## config.mk

```make
export PLATFORM = sky130hd
export DESIGN_NAME = porter_duff_rgba8_compositor_core
export DESIGN_NICKNAME = d
export VERILOG_FILES = /design/src/rtl/pdc_pkg.sv /design/src/rtl/pdc_factor.sv /design/src/rtl/pdc_lane.sv /design/src/rtl/porter_duff_rgba8_compositor_core.sv
export SDC_FILE = /design/constraint.sdc
export NUM_CORES = 2
export LEC_CHECK = 0
export ABC_CLOCK_PERIOD_IN_PS = 8100
export BUFFER_PORTS_ARGS = -buffer_cell sky130_fd_sc_hd__buf_2
export CORE_AREA = 2 2 312 314
export DETAILED_ROUTE_END_ITERATION = 6
export DIE_AREA = 0 0 314 316
export PLACE_DENSITY = 0.79
export SLEW_MARGIN = 5
export SYNTH_ARGS = -nofsm -noshare
export SYNTH_HDL_FRONTEND = slang
export SYNTH_HIERARCHICAL = 1
export SYNTH_SLANG_ARGS = --single-unit
```

## constraint.sdc

```tcl
create_clock -name aclk -period 8.1 [get_ports aclk]
set_input_delay 0.81 -clock aclk [delete_from_list [all_inputs] [get_ports aclk]]
set_output_delay 0.81 -clock aclk [all_outputs]
set_load 0.01 [all_outputs]
```

## src/rtl/pdc_pkg.sv

```systemverilog
// Package for the Porter-Duff RGBA8 compositor: rule codes, constants,
// the divide-by-255 helper and the structs shared between the modules.
// Depends on nothing.
`default_nettype none

package pdc_pkg;

    typedef enum logic [3:0] {
        RULE_BYPASS    = 4'd0,
        RULE_CLEAR     = 4'd1,
        RULE_COPY      = 4'd2,
        RULE_DEST      = 4'd3,
        RULE_SRC_OVER  = 4'd4,
        RULE_DEST_OVER = 4'd5,
        RULE_SRC_IN    = 4'd6,
        RULE_DEST_IN   = 4'd7,
        RULE_SRC_OUT   = 4'd8,
        RULE_DEST_OUT  = 4'd9,
        RULE_SRC_ATOP  = 4'd10,
        RULE_DEST_ATOP = 4'd11,
        RULE_XOR       = 4'd12,
        RULE_LIGHTER   = 4'd13
    } rule_t;

    localparam rule_t       RULE_RESET  = RULE_SRC_OVER;
    localparam logic [15:0] MAGIC_MUL   = 16'h8081;
    localparam int          MAGIC_SHIFT = 23;
    localparam logic [7:0]  FULL        = 8'd255;

    // Blend factors of one rule for one pixel pair.
    typedef struct packed {
        logic [7:0] fa;
        logic [7:0] fb;
        logic       bypass;
    } factor_t;

    // Load enables of the four pipeline stages.
    typedef struct packed {
        logic st1;
        logic st2;
        logic st3;
        logic st4;
    } pipe_en_t;

    // Approximate divide by 255: (x * 0x8081) >> 23, nine bits of result.
    function automatic logic [8:0] div255(input logic [15:0] x);
        logic [31:0] p;
        p = 32'(x) * 32'(MAGIC_MUL);
        return p[MAGIC_SHIFT+8:MAGIC_SHIFT];
    endfunction

endpackage

`default_nettype wire

```

## src/rtl/pdc_factor.sv

```systemverilog
// Rule decoder of the compositor: turns the rule code and the two alphas
// into the factors Fa and Fb and the bypass flag. Depends on pdc_pkg.
`default_nettype none

module pdc_factor (
    input  wire pdc_pkg::rule_t   rule,
    input  wire logic [7:0]       src_alpha,
    input  wire logic [7:0]       dst_alpha,
    output pdc_pkg::factor_t      factor
);

    logic [7:0] inv_sa;
    logic [7:0] inv_da;

    assign inv_sa = pdc_pkg::FULL - src_alpha;
    assign inv_da = pdc_pkg::FULL - dst_alpha;

    always_comb begin
        factor = '0;
        unique case (rule)
            pdc_pkg::RULE_BYPASS: begin
                factor.bypass = 1'b1;
            end
            pdc_pkg::RULE_CLEAR: begin
                factor = '0;
            end
            pdc_pkg::RULE_COPY: begin
                factor.fa = pdc_pkg::FULL;
            end
            pdc_pkg::RULE_DEST: begin
                factor.fb = pdc_pkg::FULL;
            end
            pdc_pkg::RULE_SRC_OVER: begin
                factor.fa = pdc_pkg::FULL;
                factor.fb = inv_sa;
            end
            pdc_pkg::RULE_DEST_OVER: begin
                factor.fa = inv_da;
                factor.fb = pdc_pkg::FULL;
            end
            pdc_pkg::RULE_SRC_IN: begin
                factor.fa = dst_alpha;
            end
            pdc_pkg::RULE_DEST_IN: begin
                factor.fb = src_alpha;
            end
            pdc_pkg::RULE_SRC_OUT: begin
                factor.fa = inv_da;
            end
            pdc_pkg::RULE_DEST_OUT: begin
                factor.fb = inv_sa;
            end
            pdc_pkg::RULE_SRC_ATOP: begin
                factor.fa = dst_alpha;
                factor.fb = inv_sa;
            end
            pdc_pkg::RULE_DEST_ATOP: begin
                factor.fa = inv_da;
                factor.fb = src_alpha;
            end
            pdc_pkg::RULE_XOR: begin
                factor.fa = inv_da;
                factor.fb = inv_sa;
            end
            pdc_pkg::RULE_LIGHTER: begin
                factor.fa = pdc_pkg::FULL;
                factor.fb = pdc_pkg::FULL;
            end
            default: begin
                // Codes without a rule act as clear.
                factor = '0;
            end
        endcase
    end

endmodule

`default_nettype wire

```

## src/rtl/pdc_lane.sv

```systemverilog
// One channel lane of the compositor: premultiply, blend, saturate and
// divide, in four register stages. Depends on pdc_pkg.
`default_nettype none

module pdc_lane (
    input  wire logic               aclk,
    input  wire pdc_pkg::pipe_en_t  en,
    input  wire logic [7:0]         src_color,
    input  wire logic [7:0]         src_alpha,
    input  wire logic [7:0]         dst_color,
    input  wire logic [7:0]         dst_alpha,
    input  wire logic [7:0]         fa,
    input  wire logic [7:0]         fb,
    input  wire logic               bypass,
    input  wire logic [7:0]         bypass_value,
    output logic [7:0]              result
);

    logic [15:0] prod_s_reg, prod_d_reg;
    logic [7:0]  ps_reg, pd_reg;
    logic [15:0] sum_reg, sum_next;
    logic [16:0] sum_wide;
    logic [8:0]  quot;
    logic [7:0]  result_reg, result_next;
    logic [8:0]  ps_full, pd_full;

    assign ps_full  = pdc_pkg::div255(prod_s_reg);
    assign pd_full  = pdc_pkg::div255(prod_d_reg);
    assign sum_wide = 17'({8'd0, fa} * {8'd0, ps_reg}) + 17'({8'd0, fb} * {8'd0, pd_reg});
    assign sum_next = sum_wide[16] ? 16'hFFFF : sum_wide[15:0];
    assign quot     = pdc_pkg::div255(sum_reg);

    always_comb begin
        if (bypass) begin
            result_next = bypass_value;
        end else if (quot[8]) begin
            result_next = pdc_pkg::FULL;
        end else begin
            result_next = quot[7:0];
        end
    end

    always_ff @(posedge aclk) begin
        if (en.st1) begin
            prod_s_reg <= {8'd0, src_color} * {8'd0, src_alpha};
            prod_d_reg <= {8'd0, dst_color} * {8'd0, dst_alpha};
        end
        if (en.st2) begin
            ps_reg <= ps_full[7:0];
            pd_reg <= pd_full[7:0];
        end
        if (en.st3) begin
            sum_reg <= sum_next;
        end
        if (en.st4) begin
            result_reg <= result_next;
        end
    end

    assign result = result_reg;

endmodule

`default_nettype wire

```

## src/rtl/porter_duff_rgba8_compositor_core.sv

```systemverilog
// Porter-Duff RGBA8 compositor, top level. An accepted input word passes the
// four lane register stages to the result word on the m_ side; throughput is
// one word per cycle while m_ready holds, as the lanes share no unit.
// Reset (aresetn low, synchronous) empties the pipeline and sets the rule
// register to src_over. Depends on pdc_pkg, pdc_factor and pdc_lane.
`default_nettype none

module porter_duff_rgba8_compositor_core (
    input  wire logic       aclk,
    input  wire logic       aresetn,

    input  wire logic       cfg_we,
    input  wire logic [3:0] cfg_wdata,

    input  wire logic       s_valid,
    output logic            s_ready,
    input  wire logic [7:0] s_src_red,
    input  wire logic [7:0] s_src_green,
    input  wire logic [7:0] s_src_blue,
    input  wire logic [7:0] s_src_alpha,
    input  wire logic [7:0] s_dst_red,
    input  wire logic [7:0] s_dst_green,
    input  wire logic [7:0] s_dst_blue,
    input  wire logic [7:0] s_dst_alpha,

    output logic            m_valid,
    input  wire logic       m_ready,
    output logic [7:0]      m_out_red,
    output logic [7:0]      m_out_green,
    output logic [7:0]      m_out_blue,
    output logic [7:0]      m_out_alpha
);

    // The rule register. The user must write it only while the pipeline is empty,
    // so the decode in stage one may read it directly. The block does not enforce this.
    pdc_pkg::rule_t rule_reg, rule_next;

    assign rule_next = cfg_we ? pdc_pkg::rule_t'(cfg_wdata) : rule_reg;

    always_ff @(posedge aclk) begin
        if (!aresetn) begin
            rule_reg <= pdc_pkg::RULE_RESET;
        end else begin
            rule_reg <= rule_next;
        end
    end

    // Pipeline control. Each stage holds a valid bit; a stage loads when it
    // is empty or when the stage after it loads too, so a stall at the
    // output backs up one stage at a time and nothing is dropped or
    // repeated. The last stage is the output register, so while a finished
    // result waits for m_ready, a new word is taken if an earlier stage is empty.
    logic [3:0]         vld_reg, vld_next;
    pdc_pkg::pipe_en_t  en;

    assign en.st4  = !vld_reg[3] || m_ready;
    assign en.st3  = !vld_reg[2] || en.st4;
    assign en.st2  = !vld_reg[1] || en.st3;
    assign en.st1  = !vld_reg[0] || en.st2;
    assign s_ready = en.st1;

    always_comb begin
        vld_next[0] = en.st1 ? s_valid    : vld_reg[0];
        vld_next[1] = en.st2 ? vld_reg[0] : vld_reg[1];
        vld_next[2] = en.st3 ? vld_reg[1] : vld_reg[2];
        vld_next[3] = en.st4 ? vld_reg[2] : vld_reg[3];
    end

    always_ff @(posedge aclk) begin
        if (!aresetn) begin
            vld_reg <= '0;
        end else begin
            vld_reg <= vld_next;
        end
    end

    assign m_valid = vld_reg[3];

    // Stage one decodes the rule into the two blend factors. The factors
    // are needed by the blend in stage three, so they ride along two
    // stages; the source pixel rides along three stages for bypass.
    pdc_pkg::factor_t factor;

    pdc_factor u_factor (
        .rule      (rule_reg),
        .src_alpha (s_src_alpha),
        .dst_alpha (s_dst_alpha),
        .factor    (factor)
    );

    pdc_pkg::factor_t factor_s1_reg, factor_s2_reg, factor_s3_reg;
    logic [31:0]      src_s1_reg, src_s2_reg, src_s3_reg;

    always_ff @(posedge aclk) begin
        if (en.st1) begin
            factor_s1_reg <= factor;
            src_s1_reg    <= {s_src_alpha, s_src_blue, s_src_green, s_src_red};
        end
        if (en.st2) begin
            factor_s2_reg <= factor_s1_reg;
            src_s2_reg    <= src_s1_reg;
        end
        if (en.st3) begin
            factor_s3_reg <= factor_s2_reg;
            src_s3_reg    <= src_s2_reg;
        end
    end

    // Four identical lanes. The blend in stage three reads the factors of
    // stage two's register, and the final register in stage four reads the
    // bypass flag and source of stage three's register, so both line up
    // with the lane data.
    //
    // The alpha lane enters with a colour of 255: since 255*0x8081 is
    // 2^23+127, the premultiply then returns the alpha itself, so alpha goes
    // through the same lane hardware as the colours.
    pdc_lane u_lane_red (
        .aclk         (aclk),
        .en           (en),
        .src_color    (s_src_red),
        .src_alpha    (s_src_alpha),
        .dst_color    (s_dst_red),
        .dst_alpha    (s_dst_alpha),
        .fa           (factor_s2_reg.fa),
        .fb           (factor_s2_reg.fb),
        .bypass       (factor_s3_reg.bypass),
        .bypass_value (src_s3_reg[7:0]),
        .result       (m_out_red)
    );

    pdc_lane u_lane_green (
        .aclk         (aclk),
        .en           (en),
        .src_color    (s_src_green),
        .src_alpha    (s_src_alpha),
        .dst_color    (s_dst_green),
        .dst_alpha    (s_dst_alpha),
        .fa           (factor_s2_reg.fa),
        .fb           (factor_s2_reg.fb),
        .bypass       (factor_s3_reg.bypass),
        .bypass_value (src_s3_reg[15:8]),
        .result       (m_out_green)
    );

    pdc_lane u_lane_blue (
        .aclk         (aclk),
        .en           (en),
        .src_color    (s_src_blue),
        .src_alpha    (s_src_alpha),
        .dst_color    (s_dst_blue),
        .dst_alpha    (s_dst_alpha),
        .fa           (factor_s2_reg.fa),
        .fb           (factor_s2_reg.fb),
        .bypass       (factor_s3_reg.bypass),
        .bypass_value (src_s3_reg[23:16]),
        .result       (m_out_blue)
    );

    pdc_lane u_lane_alpha (
        .aclk         (aclk),
        .en           (en),
        .src_color    (pdc_pkg::FULL),
        .src_alpha    (s_src_alpha),
        .dst_color    (pdc_pkg::FULL),
        .dst_alpha    (s_dst_alpha),
        .fa           (factor_s2_reg.fa),
        .fb           (factor_s2_reg.fb),
        .bypass       (factor_s3_reg.bypass),
        .bypass_value (src_s3_reg[31:24]),
        .result       (m_out_alpha)
    );

endmodule

`default_nettype wire

```

==> impl_metrics.ini <==
[clock_tree]
cts_max_level = 2
cts_hold_buffers = 0
clockBufferDepth = 3
clk_pin_slew_ns = 0.06
clkSinkCount = 427
insertion_delay_ns = 0.64
post_cts_buffers = 0
cts_root_buffer = clkbuf_16
cts_tree = built
cts_inserted_buffers = 50
cts_resized = 0

[die]
start_util = 0.643
placementRows = 114
die_width_um = 314
fp.dieArea_sq_um = 99200
ios = 107
fp.dieH_um = 316
core-area_sq_um = 96000

[worst_setup_path]
slowest_stage = edfxtp_1
timing.critical_path.buf_inv = 3
critPathTopFamily = adder cells
start_kind = register
path_cells = nand2_1 -> fa_1 -> fa_1 -> inv_1 -> fa_1 -> fa_1 -> fa_1 -> inv_1 -> fa_1 -> inv_1 -> ha_1 -> o21a_1 -> o31a_1 -> nand4_1 -> a41oi_2 -> xnor2_2 -> nand2_1
arrival_ns = 7.25
critical_path_class = reg2reg
r2r_slack_ns = 1.19
cp.required_ns = 8.44
slowest_delay_ns = 1.15
path_common_cell = fa_1
critPathMaxFanout = 32
endpoint_kind = register

[drt]
antenna_left = 0
via_per_inst = 5.68
firstDrtPassIters = 5
drc = 0
initialDrtViolationCount = 2344
wire_per_inst_um = 17.9
drt-total-wl_um = 135000
num_vias = 42831

[synth]
synth_edf_count = 419
ys_seq_elements = 427
seq_area_frac_synth = 0.206
synth-warning-count = 6
synthCells = 5936
ys_top_cells_by_count = ha_1 (1316), inv_1 (996), fa_1 (676), and2_1 (646), nand2_1 (555)
synthTopCellsByArea = ha_1 (27%), fa_1 (22%), edfxtp_1 (20%)
synth_async_sr_flop_share = 0
synth_area_sq_um = 61800
synth_cell_types = 106
synth_area_per_cell_sq_um = 10.4
synth_top_area_cell = ha_1
synth_most_common_cell = ha_1
synth_top_area_share = 0.267
ys.flop_type = edfxtp_1

[timing]
drv_slew = 0
rsz0062_at_grt = false
layout_min_cycle_time_ns = 6.91
fin_hold_ws_ns = 0.373
max_slew_margin = 0.117
tns_ns = 0
worst_slew_pin_slew_ns = 1.32
hold_violations = 0
fmax_ghz = 0.145
finalClockSkew_ns = 0.0419
setup_viol = 0
period_share = 0.853

[placement]
routabilityCongestion = 0.909
port_buffers = 106
post-place-cells = 7450
dp_hpwl_um = 108000

[run_status]
outcome = finished clean

[global_routing]
first_global_vias = 45296
grt_max_degree = 64
grt_antenna_before_repair = 3
grt_pass1_wl_um = 224000
grt_usage = 0.281
gr-total-overflow = 0

[final_layout]
fillCellCount = 7101
drive_gt1_frac = 0.0495
final_nets = 8291
finalNonFillerCells = 7537
syn2layout_area_growth_pct = 7.08

[run]
drv_cap = 0

[hold_path]
min-delay-path-class = in2reg
per-layer routing:
layer	global-route usage	vias up	routed length [um]
li1	-	20313	-
met1	0.359	21203	57100
met2	0.497	1087	66900
met3	0.0395	222	7150
met4	0.0845	6	3880
met5	0	-	44
logic make-up (layout without fill, tap and decap cells):
| family | after synthesis | after routing | share of synthesized area |
|---|---|---|---|
| AOI/OAI and AO/OA | 590 | 590 | 0.0709 |
| other | 1 | 129 | 0.0000607 |
| and+or+nand+nor | 1684 | 1684 | 0.142 |
| DFF | 427 | 427 | 0.206 |
| adders and majority gates | 2000 | 2000 | 0.487 |
| buffers and inverters | 1024 | 1221 | 0.0629 |
| muxes | 11 | 11 | 0.00182 |
| xor gates and xnor gates | 199 | 199 | 0.0286 |
path summary, 6_finish.rpt:
check	startpoint	end	cells past startpoint
worst max-delay path	factor_s2_reg[2]	u_lane_alpha/sum_reg[11]	17
worst min-delay path	s_valid	vld_reg[0]	3
worst max register to register	factor_s2_reg[2]	u_lane_alpha/sum_reg[11]	17
worst min register to register	src_s1_reg[4]	src_s2_reg[4]	0
worst reg2reg max path: cells and delay by family, from the launching register on:
kind            cells  cell delay (ns)
compound gates      3             0.64
xor+xnor            1             0.62
fa+ha+maj           7             3.49
buf+inv             3             0.15
flops               1             1.15
simple gates        3             0.56
area by class of cell:
class / instances / area [sq um] / area share
Tap cell: 1276 / 1600 / 0.0241
Antenna cell: 1 / 2.50 / 0.0000378
Clock buffer: 59 / 1280 / 0.0194
Timing Repair Buffer: 138 / 771 / 0.0117
Inverter: 997 / 3750 / 0.0567
Clock inverter: 27 / 368 / 0.00556
Sequential cell: 427 / 12700 / 0.193
Multi-Input combinational cell: 4612 / 45600 / 0.690
per-stage QoR:
step            util  area [sq um]  setup slack, ns
3_3_place_gp   0.672         64500             1.50
3_5_place_dp   0.672         64500             1.28
4_1_cts        0.689         66100             1.27
2_1_floorplan      -         62200             2.04
5_1_grt        0.689         66100            0.918
6_report       0.689         66100             1.19
cells in the final DEF, fill, tap and decap left out, types with 35 or more instances in the layout:
cell and count:
buf_2 106, a21oi_1 129, xnor2_1 133, ha_1 1316
o21a_1 35, nor2_1 173, conb_1 128, fa_1 676
nor2b_1 43, nand2_1 554, nor3_1 48, a21o_1 57
edfxtp_1 419, xor2_1 63, and2_1 646, inv_1 995
nand3_1 51, nand2b_1 49, o21ai_0 92, clkbuf_16 50
Power is left out: the tool's default activity adds up to more than one toggle a clock period on the data nets, which glitch-free logic cannot reach.
